<file path="config.mk">
export PLATFORM = sky130hd
export DESIGN_NAME = antialias_edge_segment
export DESIGN_NICKNAME = d
export VERILOG_FILES = /design/src/rtl/aes_pkg.sv /design/src/rtl/antialias_edge_segment.sv /design/src/rtl/aes_front.sv /design/src/rtl/aes_fifo.sv /design/src/rtl/aes_back.sv
export SDC_FILE = /design/constraint.sdc
export NUM_CORES = 1
export LEC_CHECK = 0
export ABC_AREA = 1
export ABC_CLOCK_PERIOD_IN_PS = 8200
export BUFFER_PORTS_ARGS = -buffer_cell sky130_fd_sc_hd__buf_2
export CAP_MARGIN = 10
export CORE_AREA = 2 2 260 262
export CTS_CLUSTER_DIAMETER = 50
export DETAILED_ROUTE_END_ITERATION = 10
export DIE_AREA = 0 0 262 264
export GPL_TIMING_DRIVEN = 0
export HOLD_SLACK_MARGIN = 0.05
export PLACE_DENSITY = 0.53
export SYNTH_ARGS = -nofsm -noshare
export SYNTH_HDL_FRONTEND = slang
export SYNTH_HIERARCHICAL = 1
export SYNTH_SLANG_ARGS = --single-unit
</file>
<file path="constraint.sdc">
create_clock -name clk -period 8.2 [get_ports clk]
set_input_delay 0.82 -clock clk [delete_from_list [all_inputs] [get_ports clk]]
set_output_delay 0.82 -clock clk [all_outputs]
set_load 0.02 [all_outputs]
</file>
<file path="src/rtl/aes_pkg.sv">
// Shared types, constants and the short-segment coverage table of the edge segment block.
`timescale 1ns / 1ps

package aes_pkg;

	// Longest segment in pixels; longer requests saturate to it.
	localparam int MAX_SEG_LEN = 64;
	localparam int LEN_W       = $clog2(MAX_SEG_LEN + 1);
	localparam int IDX_W       = $clog2(MAX_SEG_LEN);

	// Segments shorter than this use the coverage table.
	localparam int SHORT_LEN   = 8;

	// Depth of the queue between front and back; a power of two.
	localparam int QUEUE_DEPTH = 2;
	localparam int QA_W        = $clog2(QUEUE_DEPTH);

	// Beat widths on the two streams.
	localparam int IN_DATA_W   = 80;
	localparam int OUT_DATA_W  = 72;

	// Steps of the bit-serial divider, one per dividend bit.
	localparam int DIV_STEPS   = 8;
	localparam int DCNT_W      = $clog2(DIV_STEPS);

	// Classified segment request as it travels through the queue.
	typedef struct packed {
		logic              dir;
		logic              inv;
		logic              short_seg;
		logic [LEN_W-1:0]  len;
		logic [15:0]       x;
		logic [15:0]       y;
		logic [7:0]        base;
		logic [31:0]       color;
	} seg_req_t;

	// Sequencer states of the back end.
	typedef enum logic [1:0] {
		ST_IDLE,
		ST_DIV,
		ST_PREP,
		ST_RUN
	} back_state_t;

	// Coverage of pixel i of a segment of length L, for L from 1 to 7, rows packed.
	localparam logic [7:0] COV_TAB [28] = '{
		8'd128,
		8'd64,  8'd192,
		8'd42,  8'd128, 8'd212,
		8'd32,  8'd96,  8'd159, 8'd223,
		8'd26,  8'd76,  8'd128, 8'd178, 8'd230,
		8'd21,  8'd64,  8'd106, 8'd148, 8'd191, 8'd234,
		8'd18,  8'd55,  8'd91,  8'd128, 8'd164, 8'd200, 8'd237
	};

	// Table lookup for a short segment; the row of length L starts at L*(L-1)/2.
	function automatic logic [7:0] cov_lookup(input logic [2:0] len, input logic [2:0] idx);
		logic [4:0] row;
		begin
			unique case (len)
				3'd2:    row = 5'd1;
				3'd3:    row = 5'd3;
				3'd4:    row = 5'd6;
				3'd5:    row = 5'd10;
				3'd6:    row = 5'd15;
				3'd7:    row = 5'd21;
				default: row = 5'd0;
			endcase
			cov_lookup = COV_TAB[row + 5'(idx)];
		end
	endfunction

endpackage

</file>
<file path="src/rtl/antialias_edge_segment.sv">
// Top level of the anti-aliasing edge segment expander.
`timescale 1ns / 1ps

// Usage:
// The slave stream takes one segment request per beat; tuser carries the direction
// (0 steps y, 1 steps x). The master stream gives one pixel beat per pixel of the
// segment, with tlast on the final pixel; a zero-length request is taken and yields
// no beat. Lengths beyond MAX_SEG_LEN saturate and coordinates wrap in 16 bits.
// Requests are classified on entry and held in a two-entry queue, so the slave side
// keeps taking requests while the back end expands earlier ones.
// A segment of 1 to 7 pixels is set up as the back end takes it from the queue; a
// longer one then runs the 8-step bit-serial divider, once per segment, and a
// preparation step. After that the back end emits one pixel per cycle while the
// receiver does not stall, and a request occupies it until its last pixel is out.
// When the receiver stalls, the pixel in the output register holds and stepping
// pauses; the queue fills and tready on the slave side falls only when it is full.
// Reset empties the queue and the output register; no request is pending after it.
module antialias_edge_segment (
	input  logic                            clk,
	input  logic                            arst_n,
	input  logic                            s_tvalid,
	output logic                            s_tready,
	// start_x[15:0], start_y[31:16], seg_length[39:32], base_opacity[47:40],
	// pixel_color[79:48]
	input  logic [aes_pkg::IN_DATA_W-1:0]   s_tdata,
	// direction[0]
	input  logic                            s_tuser,
	output logic                            m_tvalid,
	input  logic                            m_tready,
	// pixel_x[15:0], pixel_y[31:16], pixel_opacity[39:32], color_out[71:40]
	output logic [aes_pkg::OUT_DATA_W-1:0]  m_tdata,
	// last_pixel
	output logic                            m_tlast
);
	import aes_pkg::*;

	logic     push;
	logic     push_ready;
	seg_req_t push_req;
	logic     q_valid;
	logic     q_pop;
	seg_req_t q_req;

	aes_front u_front (
		.s_tvalid   (s_tvalid),
		.s_tready   (s_tready),
		.s_tdata    (s_tdata),
		.s_tuser    (s_tuser),
		.push       (push),
		.push_ready (push_ready),
		.push_req   (push_req)
	);

	aes_fifo u_fifo (
		.clk      (clk),
		.arst_n   (arst_n),
		.wr_en    (push),
		.wr_ready (push_ready),
		.wr_data  (push_req),
		.rd_valid (q_valid),
		.rd_en    (q_pop),
		.rd_data  (q_req)
	);

	aes_back u_back (
		.clk       (clk),
		.arst_n    (arst_n),
		.req_valid (q_valid),
		.req_pop   (q_pop),
		.req       (q_req),
		.m_tvalid  (m_tvalid),
		.m_tready  (m_tready),
		.m_tdata   (m_tdata),
		.m_tlast   (m_tlast)
	);

endmodule

</file>
<file path="src/rtl/aes_front.sv">
// Front end: accepts segment requests, saturates the length and classifies them.
`timescale 1ns / 1ps

module aes_front (
	input  logic                         s_tvalid,
	output logic                         s_tready,
	input  logic [aes_pkg::IN_DATA_W-1:0] s_tdata,
	input  logic                         s_tuser,
	output logic                         push,
	input  logic                         push_ready,
	output aes_pkg::seg_req_t            push_req
);
	import aes_pkg::*;

	logic [7:0] raw_len;
	logic [7:0] mag;
	logic [LEN_W-1:0] sat_len;

	assign raw_len = s_tdata[39:32];

	// Magnitude of the signed length; -128 gives 128, which fits unsigned.
	always_comb begin
		mag = raw_len[7] ? 8'(-raw_len) : raw_len;
		if (int'(mag) > MAX_SEG_LEN) begin
			sat_len = LEN_W'(MAX_SEG_LEN);
		end else begin
			sat_len = LEN_W'(mag);
		end
	end

	// Build the classified request.
	always_comb begin
		push_req.dir       = s_tuser;
		push_req.inv       = raw_len[7];
		push_req.short_seg = (int'(sat_len) < SHORT_LEN);
		push_req.len       = sat_len;
		push_req.x         = s_tdata[15:0];
		push_req.y         = s_tdata[31:16];
		push_req.base      = s_tdata[47:40];
		push_req.color     = s_tdata[79:48];
	end

	// A zero-length request is taken and dropped here.
	assign s_tready = push_ready;
	assign push     = s_tvalid && push_ready && (sat_len != '0);

endmodule

</file>
<file path="src/rtl/aes_fifo.sv">
// Short request queue between the front and the back end.
`timescale 1ns / 1ps

module aes_fifo (
	input  logic              clk,
	input  logic              arst_n,
	input  logic              wr_en,
	output logic              wr_ready,
	input  aes_pkg::seg_req_t wr_data,
	output logic              rd_valid,
	input  logic              rd_en,
	output aes_pkg::seg_req_t rd_data
);
	import aes_pkg::*;

	seg_req_t        slot_q [QUEUE_DEPTH];
	logic [QA_W-1:0] wr_ptr_q;
	logic [QA_W-1:0] rd_ptr_q;
	logic [QA_W:0]   count_q;
	logic            do_wr;
	logic            do_rd;

	assign wr_ready = (count_q != (QA_W + 1)'(QUEUE_DEPTH));
	assign rd_valid = (count_q != '0);
	assign rd_data  = slot_q[rd_ptr_q];
	assign do_wr    = wr_en && wr_ready;
	assign do_rd    = rd_en && rd_valid;

	// Pointers and fill count.
	always_ff @(posedge clk or negedge arst_n) begin
		if (!arst_n) begin
			wr_ptr_q <= '0;
			rd_ptr_q <= '0;
			count_q  <= '0;
		end else begin
			if (do_wr) begin
				wr_ptr_q <= wr_ptr_q + QA_W'(1);
			end
			if (do_rd) begin
				rd_ptr_q <= rd_ptr_q + QA_W'(1);
			end
			if (do_wr && !do_rd) begin
				count_q <= count_q + (QA_W + 1)'(1);
			end else if (do_rd && !do_wr) begin
				count_q <= count_q - (QA_W + 1)'(1);
			end
		end
	end

	// Entry storage.
	always_ff @(posedge clk) begin
		if (do_wr) begin
			slot_q[wr_ptr_q] <= wr_data;
		end
	end

endmodule

</file>
<file path="src/rtl/aes_back.sv">
// Back end: divides once per long segment, then steps one pixel per unstalled cycle to the output.
`timescale 1ns / 1ps

module aes_back (
	input  logic                           clk,
	input  logic                           arst_n,
	input  logic                           req_valid,
	output logic                           req_pop,
	input  aes_pkg::seg_req_t              req,
	output logic                           m_tvalid,
	input  logic                           m_tready,
	output logic [aes_pkg::OUT_DATA_W-1:0] m_tdata,
	output logic                           m_tlast
);
	import aes_pkg::*;

	back_state_t state_q;
	back_state_t state_d;

	// Held segment.
	seg_req_t         seg_q;
	logic [IDX_W-1:0] idx_q;
	logic [DCNT_W-1:0] dcnt_q;

	// Divider: dvd_q shifts the dividend out and the quotient in.
	logic [7:0]       dvd_q;
	logic [LEN_W-1:0] rem_q;
	logic [LEN_W:0]   div_sh;
	logic             div_ge;

	// Running quotient and remainder of (2i+1)*base over 2L.
	logic [7:0]       a_q;
	logic [LEN_W:0]   b_q;
	logic [7:0]       q_q;
	logic [LEN_W:0]   r_q;
	logic [LEN_W+1:0] r_sum;
	logic [LEN_W+1:0] two_len;
	logic             r_wrap;

	// Output register.
	logic             out_valid_q;
	logic [15:0]      out_x_q;
	logic [15:0]      out_y_q;
	logic [7:0]       out_opa_q;
	logic [31:0]      out_color_q;
	logic             out_last_q;

	logic             slot_free;
	logic             emit;
	logic             div_step;
	logic             is_last;
	logic [15:0]      tab_prod;
	logic [7:0]       cov;
	logic [7:0]       opa;

	assign slot_free = !out_valid_q || m_tready;
	assign is_last   = (LEN_W'(idx_q) == seg_q.len - LEN_W'(1));

	// Divider step.
	assign div_sh = {rem_q, dvd_q[7]};
	assign div_ge = (div_sh >= {1'b0, seg_q.len});

	// Remainder update with one wrap.
	assign two_len = {1'b0, seg_q.len, 1'b0};
	assign r_sum   = {1'b0, r_q} + {1'b0, b_q};
	assign r_wrap  = (r_sum >= two_len);

	// Pixel opacity, from the table or the running quotient, then inversion.
	always_comb begin
		tab_prod = 16'(cov_lookup(seg_q.len[2:0], idx_q[2:0])) * 16'(seg_q.base);
		cov      = seg_q.short_seg ? tab_prod[15:8] : q_q;
		opa      = seg_q.inv ? (seg_q.base - cov) : cov;
	end

	// Next state.
	always_comb begin
		state_d = state_q;
		unique case (state_q)
			ST_IDLE: begin
				if (req_valid) begin
					state_d = req.short_seg ? ST_RUN : ST_DIV;
				end
			end
			ST_DIV: begin
				if (dcnt_q == DCNT_W'(DIV_STEPS - 1)) begin
					state_d = ST_PREP;
				end
			end
			ST_PREP: begin
				state_d = ST_RUN;
			end
			ST_RUN: begin
				if (slot_free && is_last) begin
					state_d = ST_IDLE;
				end
			end
			default: state_d = ST_IDLE;
		endcase
	end

	// Sequencer outputs.
	always_comb begin
		req_pop  = 1'b0;
		emit     = 1'b0;
		div_step = 1'b0;
		unique case (state_q)
			ST_IDLE: req_pop  = req_valid;
			ST_DIV:  div_step = 1'b1;
			ST_PREP: ;
			ST_RUN:  emit     = slot_free;
			default: ;
		endcase
	end

	// Control registers.
	always_ff @(posedge clk or negedge arst_n) begin
		if (!arst_n) begin
			state_q     <= ST_IDLE;
			out_valid_q <= 1'b0;
		end else begin
			state_q <= state_d;
			if (emit) begin
				out_valid_q <= 1'b1;
			end else if (m_tready) begin
				out_valid_q <= 1'b0;
			end
		end
	end

	// Segment, divider and stepping datapath.
	always_ff @(posedge clk) begin
		if (req_pop) begin
			seg_q  <= req;
			idx_q  <= '0;
			dcnt_q <= '0;
			dvd_q  <= req.base;
			rem_q  <= '0;
		end
		if (div_step) begin
			dcnt_q <= dcnt_q + DCNT_W'(1);
			dvd_q  <= {dvd_q[6:0], div_ge};
			rem_q  <= div_ge ? LEN_W'(div_sh - {1'b0, seg_q.len}) : LEN_W'(div_sh);
		end
		// base = Q*L + R gives 2*base = Q*2L + 2R and base = (Q>>1)*2L + (Q odd ? L+R : R).
		if (state_q == ST_PREP) begin
			a_q <= dvd_q;
			b_q <= {rem_q, 1'b0};
			q_q <= {1'b0, dvd_q[7:1]};
			r_q <= dvd_q[0] ? ({1'b0, seg_q.len} + {1'b0, rem_q}) : {1'b0, rem_q};
		end
		if (emit) begin
			idx_q <= idx_q + IDX_W'(1);
			if (seg_q.dir) begin
				seg_q.x <= seg_q.x + 16'd1;
			end else begin
				seg_q.y <= seg_q.y + 16'd1;
			end
			q_q <= q_q + a_q + 8'(r_wrap);
			r_q <= r_wrap ? (LEN_W + 1)'(r_sum - two_len) : (LEN_W + 1)'(r_sum);
			out_x_q     <= seg_q.x;
			out_y_q     <= seg_q.y;
			out_opa_q   <= opa;
			out_color_q <= seg_q.color;
			out_last_q  <= is_last;
		end
	end

	assign m_tvalid = out_valid_q;
	assign m_tdata  = {out_color_q, out_opa_q, out_y_q, out_x_q};
	assign m_tlast  = out_last_q;

endmodule

</file>
# Word-level counts from Yosys, hierarchy flattened
# Memories as Yosys holds them, arrays and structs flattened.
# Index checks and enable logic that the tools add are counted.
# word_totals
register_bits	217
ramBits	164
mem_bits_ro	256
in_bits	85
output_inout_bits	75
n_memories	2
# classes
add_sub_neg	18
n_mul	1
n_lt_le_gt_ge	5
n_eq_ne	15
mux	40
bitwise_logic	1
reduce_logical	20
# mem_list
name	words	width	rd	rd_ports_with_merged_regs	write_ports	line_no	rtl
(no name shown)	32	8	1	0	0	aes_pkg.sv:70	cov_lookup = COV_TAB[row + 5'(idx)];
u_fifo.slot_q	2	82	1	0	1	aes_fifo.sv:16	seg_req_t slot_q [QUEUE_DEPTH];
# op_table
cell	count
$mux 8	13
$mux 72	1
$add 16x1->16 const B	2
$mux 16	2
$mux 32	1
$pmux 5 s6	1
$mux 7	4
$mul 8x8->16	1
$sub 8x8->8	2
$eq 3x3->1 const B	5
$mux 2	6
$mux 6	2
$reduce_bool 2->1	6
$add 8x8->9	1
$ge 9x8->1	1
$add 7x7->8	1
$add 8x1->8	1
$add 8x8->8	1
$ge 8x7->1	1
$gt 8x7->1 const B	1
$neg 8->8	1
$pmux 2 s4	1
$eq 6x7->1	1
$logic_and 1x1->1	7
23 further kinds	37

# Depth between registers and ports, before layout
# depth
word_depth	11
depth_mapped	51

# Hierarchy
# The synthesis kept the hierarchy.
# modules_own_cells
mod	instances	cells_each	area_each_um2	seq_area_each_um2
aes_back	1	1297	12590.8	6060.8
aes_fifo	1	457	6248.5	5024.8
aes_front	1	140	869.6	0.0

# Worst setup path after synthesis
# OpenSTA, ideal clock, no wires.
# synth_path
path_kind	register to register
from	reg u_back/seg_q[72] in the netlist's numbering
to	reg u_back.out_opa_q[6] (data pin)
setup_time_ps	253
arrival_ps	7242
required_time_ps	7947
slack_ps	705
path_stages_with_launch	37
path_buffers	1
synth_period_minus_slack_ps	7495
cell_sequence	edfxtp_1 > inv_1 > ha_1 > or2_2 > ha_1 > fa_1 > inv_1 > nand2_1 > nand2_2 > clkbuf_1 > inv_1 > nand2_1 > nand2_1 > a32oi_1 > nor2_1 > fa_1 > inv_1 > fa_1 > inv_1 > fa_1 > fa_1 > ha_1 > a21o_1 > a31o_1 > or2_2 > nand3_1 > nand2_1 > ha_1 > fa_1 > o21bai_1 > inv_1 > nand2_2 > nand3_2 > nand2_1 > nand3_1 > nand3_1 > nand2_1
# synth_between
elab_chain_len	11
# synth_rtl
item	line_no	rtl
start, declared	aes_back.sv:21	seg_req_t seg_q;
start signal, assigned	aes_back.sv:133	seg_q <= req;
$eq 3x3->1 or $eq 3x2->1 (tied branches)	aes_pkg.sv:61	unique case (len)
$pmux 5 s6 (*)	aes_pkg.sv:61	
$add 5x3->5 (*)	aes_pkg.sv:70	
$not 5->6 (not written as such) (*)	aes_pkg.sv:70	
$mem_v2 32x8 (*)	-	
$mux 8 (not written as such) (*) (2 in series)	aes_pkg.sv:70	
$mul 8x8->16 (*)	aes_back.sv:70	tab_prod = 16'(cov_lookup(seg_q.len[2:0], idx_q[2:0])) * 16'(seg_q.base);
$mux 8 (*)	aes_back.sv:71	cov = seg_q.short_seg ? tab_prod[15:8] : q_q;
$sub 8x8->8	aes_back.sv:72	opa = seg_q.inv ? (seg_q.base - cov) : cov;
$mux 8 (*)	aes_back.sv:72	
net u_back.opa[6]	aes_back.sv:54	logic [7:0] opa;
end signal, assigned	aes_back.sv:162	out_opa_q <= opa;
end, declared	aes_back.sv:44	logic [7:0] out_opa_q;
# The timed path passes the listed nets; every way through them passes the cells marked *. The select of a mux whose other input is x is not followed.
# A chain may end at the register's enable or synchronous reset.

# Worst setup path after layout
# layout_path
from	reg u_back/seg_q[73] in the netlist's numbering
to	reg u_back.out_opa_q[6] (data pin)
# The elaborated chain is that of the path after synthesis.

==> results_dict.tcl <==
set metrics [dict create \
    fp.dieW_um 262 \
    htreeDepth 2 \
    finalMaxSlewViolations 0 \
    wl_um 46220 \
    post_dp_cell_area_um2 21430 \
    firstDrtPassIters 6 \
    synth_cell_types 52 \
    diodes 0 \
    cts_buffers 45 \
    hold_viol 0 \
    synthFlopType "edfxtp_1" \
    drcViolationCount 0 \
    fmax_mhz 128.8 \
    routabilityCongestion 0.8506 \
    whs_ps 117.1 \
    synth_edf_count 342 \
    relSlewSlack 0.2937 \
    cp.arrival_ps 8090 \
    clkSinkCount 381 \
    dp_hpwl_um 34550 \
    clockBufferDepth 3 \
    ys_ff_latch 381 \
    final_area_um2 23240 \
    netlist_top_cells_area "edfxtp_1 52%, nand2_1 10%, ha_1 6.3%, fa_1 4.4%, inv_1 3.5%" \
    tightest_slew_ps 1050 \
    clk_latency_ps 580 \
    crit_path_end_kind "flop" \
    clk_pin_slew_worst_paths_ps 60 \
    vias_per_cell 4.470 \
    num_vias 13254 \
    cts-hold-fix-buffers 0 \
    synth_top_area_frac 0.5211 \
    required_ps 8520 \
    gr-max-usage-layer "met2" \
    met2_usage 0.2359 \
    min_path_type "in2async" \
    grt_pass1_wl_um 72760 \
    seq_area_frac_synth 0.5625 \
    fp.dieArea_um2 69170 \
    antenna_found_initial 4 \
    groute.usage.overall 0.1340 \
    met3_usage 0.04116 \
    grt_pass1_vias 13416 \
    fin_crit_ps 7766 \
    status "finished, final reports clean" \
    grt_max_degree 48 \
    ioPinCount 160 \
    setup_viol 0 \
    async_flop_share 0.01837 \
    fin_skew_ps 24.06 \
    cpPeakStageDelay_ps 670 \
    start_kind "flop" \
    synth_top_area_cell "edfxtp_1" \
    syn_area_um2 19710 \
    layout-drive-gt1-share 0.1707 \
    cts_tree "built" \
    final_common_cell "nand2_1" \
    die_y_um 264 \
    overflow 0 \
    critical_path.slowest_cell "fa_2" \
    drtIter0Drc 692 \
    initial_utilization 0.2961 \
    period_share 0.9471 \
    syn-num-nets 2121 \
    synth_area_per_cell_um2 10.41 \
    fin_nets 2282 \
    critPathMaxFanout 6 \
    finish.utilization 0.3492 \
    core_area_um2 66560 \
    layout_common_cells "544 x nand2_1, 342 x edfxtp_1, 177 x inv_1" \
    crit_type "reg2reg" \
    ctsRootBufferMaster "clkbuf_16" \
    tns_ps 0 \
    io_buffers 86 \
    fillCellCount 6627 \
    synth_cells 1894 \
    wl_per_cell_um 15.59 \
    globalRouteMet1Util 0.1567 \
    area_growth_pct 17.92 \
    max_cap_violations 0 \
    yosys_warnings 6 \
    num_rows 95 \
    antenna_left 0 \
]
==> kinds of logic (layout without fill, tap and decap cells) <==
group / after synthesis / count (layout) / share of synthesized area
multiplexers: 2 / 2 / 0.001016
buffers and inverters: 309 / 507 / 0.07980
AO/OA/AOI/OAI: 180 / 180 / 0.05295
adder cells (fa/ha/maj): 142 / 142 / 0.1065
AND/OR/NAND/NOR: 823 / 823 / 0.1715
XOR/XNOR: 57 / 57 / 0.02571
flip-flops: 381 / 381 / 0.5625
==> through the flow <==
stage,cells,worst slack (ps)
after floorplan,1894,704.5
after global placement,2853,-520.7
after detailed placement,2861,-613.0
after CTS,2946,25.12
after global routing,2965,-35.25
final,2965,433.7
==> layer usage <==
| layer | vias up | part of all wire |
|---|---|---|
| met5 | - | 0.0011 |
| met4 | 8 | 0.020 |
| met3 | 70 | 0.067 |
| li1 | 6573 | - |
| met1 | 6315 | 0.41 |
| met2 | 288 | 0.50 |
==> final cells by class <==
| class | instances | area [um^2] | share of cell area |
|---|---|---|---|
| sequential | 381 | 11090 | 0.4770 |
| multi-input combinational | 1204 | 7192 | 0.3094 |
| clock buffer | 55 | 1184 | 0.05093 |
| tap | 873 | 1092 | 0.04700 |
| buffer | 117 | 867.1 | 0.03731 |
| timing repair buffer | 115 | 767.0 | 0.03300 |
| inverter | 191 | 720.7 | 0.03101 |
| clock inverter | 29 | 332.8 | 0.01432 |
==> worst max-delay path: cells and delay by family, from the launching register on <==
family	cells	cell delay, ps
adder cells (fa/ha/maj)	11	4150
AND/OR/NAND/NOR	13	1480
AO/OA/AOI/OAI	5	1000
flip-flops	1	510
buffers and inverters	4	370
==> sequential cells by signal (all words and copies together), names as in the netlist, 8 cells and up <==
| signal | cells |
|---|---|
| u_back/out_y_q | 16 |
| u_back/a_q | 8 |
| u_back/out_color_q | 32 |
| u_back/r_q | 8 |
| u_fifo/slot_q | 164 |
| u_back/dvd_q | 8 |
| u_back/q_q | 8 |
| u_back/seg_q | 82 |
| u_back/out_x_q | 16 |
| u_back/out_opa_q | 8 |
==> Yosys cell counts, types with 4 or more instances <==
cell and instances:
nand2_1 550, edfxtp_1 342, inv_1 184, nor2_1 132, ha_1 99, buf_4 77, o21ai_0 74, nand3_1 72
a21oi_1 43, fa_1 43, xor2_1 34, dfxtp_1 32, clkbuf_1 22, xnor2_1 22, buf_6 16, nand2_2 15
nor3_1 15, or2_2 13, o211ai_1 11, o22ai_1 9, a31oi_1 8, nand4_1 8, o31ai_1 8, dfrtp_1 7
inv_2 5, nand3_2 5, nor4_1 5, a211oi_1 4, o21bai_1 4
==> path summary, 6_finish.rpt <==
path,start,endpoint,slack [ps],cells past startpoint
max in group asynchronous,arst_n,u_back/m_tvalid$_DFFE_PN0P_,7830,1
min in group clk,u_back/seg_q[12]$_DFFE_PP_,u_back/out_color_q[12]$_DFFE_PP_,410,0
hold reg to reg,u_back/seg_q[12]$_DFFE_PP_,u_back/out_color_q[12]$_DFFE_PP_,410,0
setup / recovery,u_back/seg_q[73]$_DFFE_PP_,u_back/out_opa_q[6]$_DFFE_PP_,430,33
hold / removal,arst_n,u_fifo/rd_ptr_q$_DFFE_PN0P_,120,1
setup reg to reg,u_back/seg_q[73]$_DFFE_PP_,u_back/out_opa_q[6]$_DFFE_PP_,430,33
==> repair_timing <==
item,4_1_cts,5_1_grt
pin swaps,0,20
setup endpoints to repair,7,6
buffers inserted,2,19
gates resized for setup,5,33
Power is not shown: default switching activity piles up to over one toggle a cycle in this logic, so the estimate is an artifact.
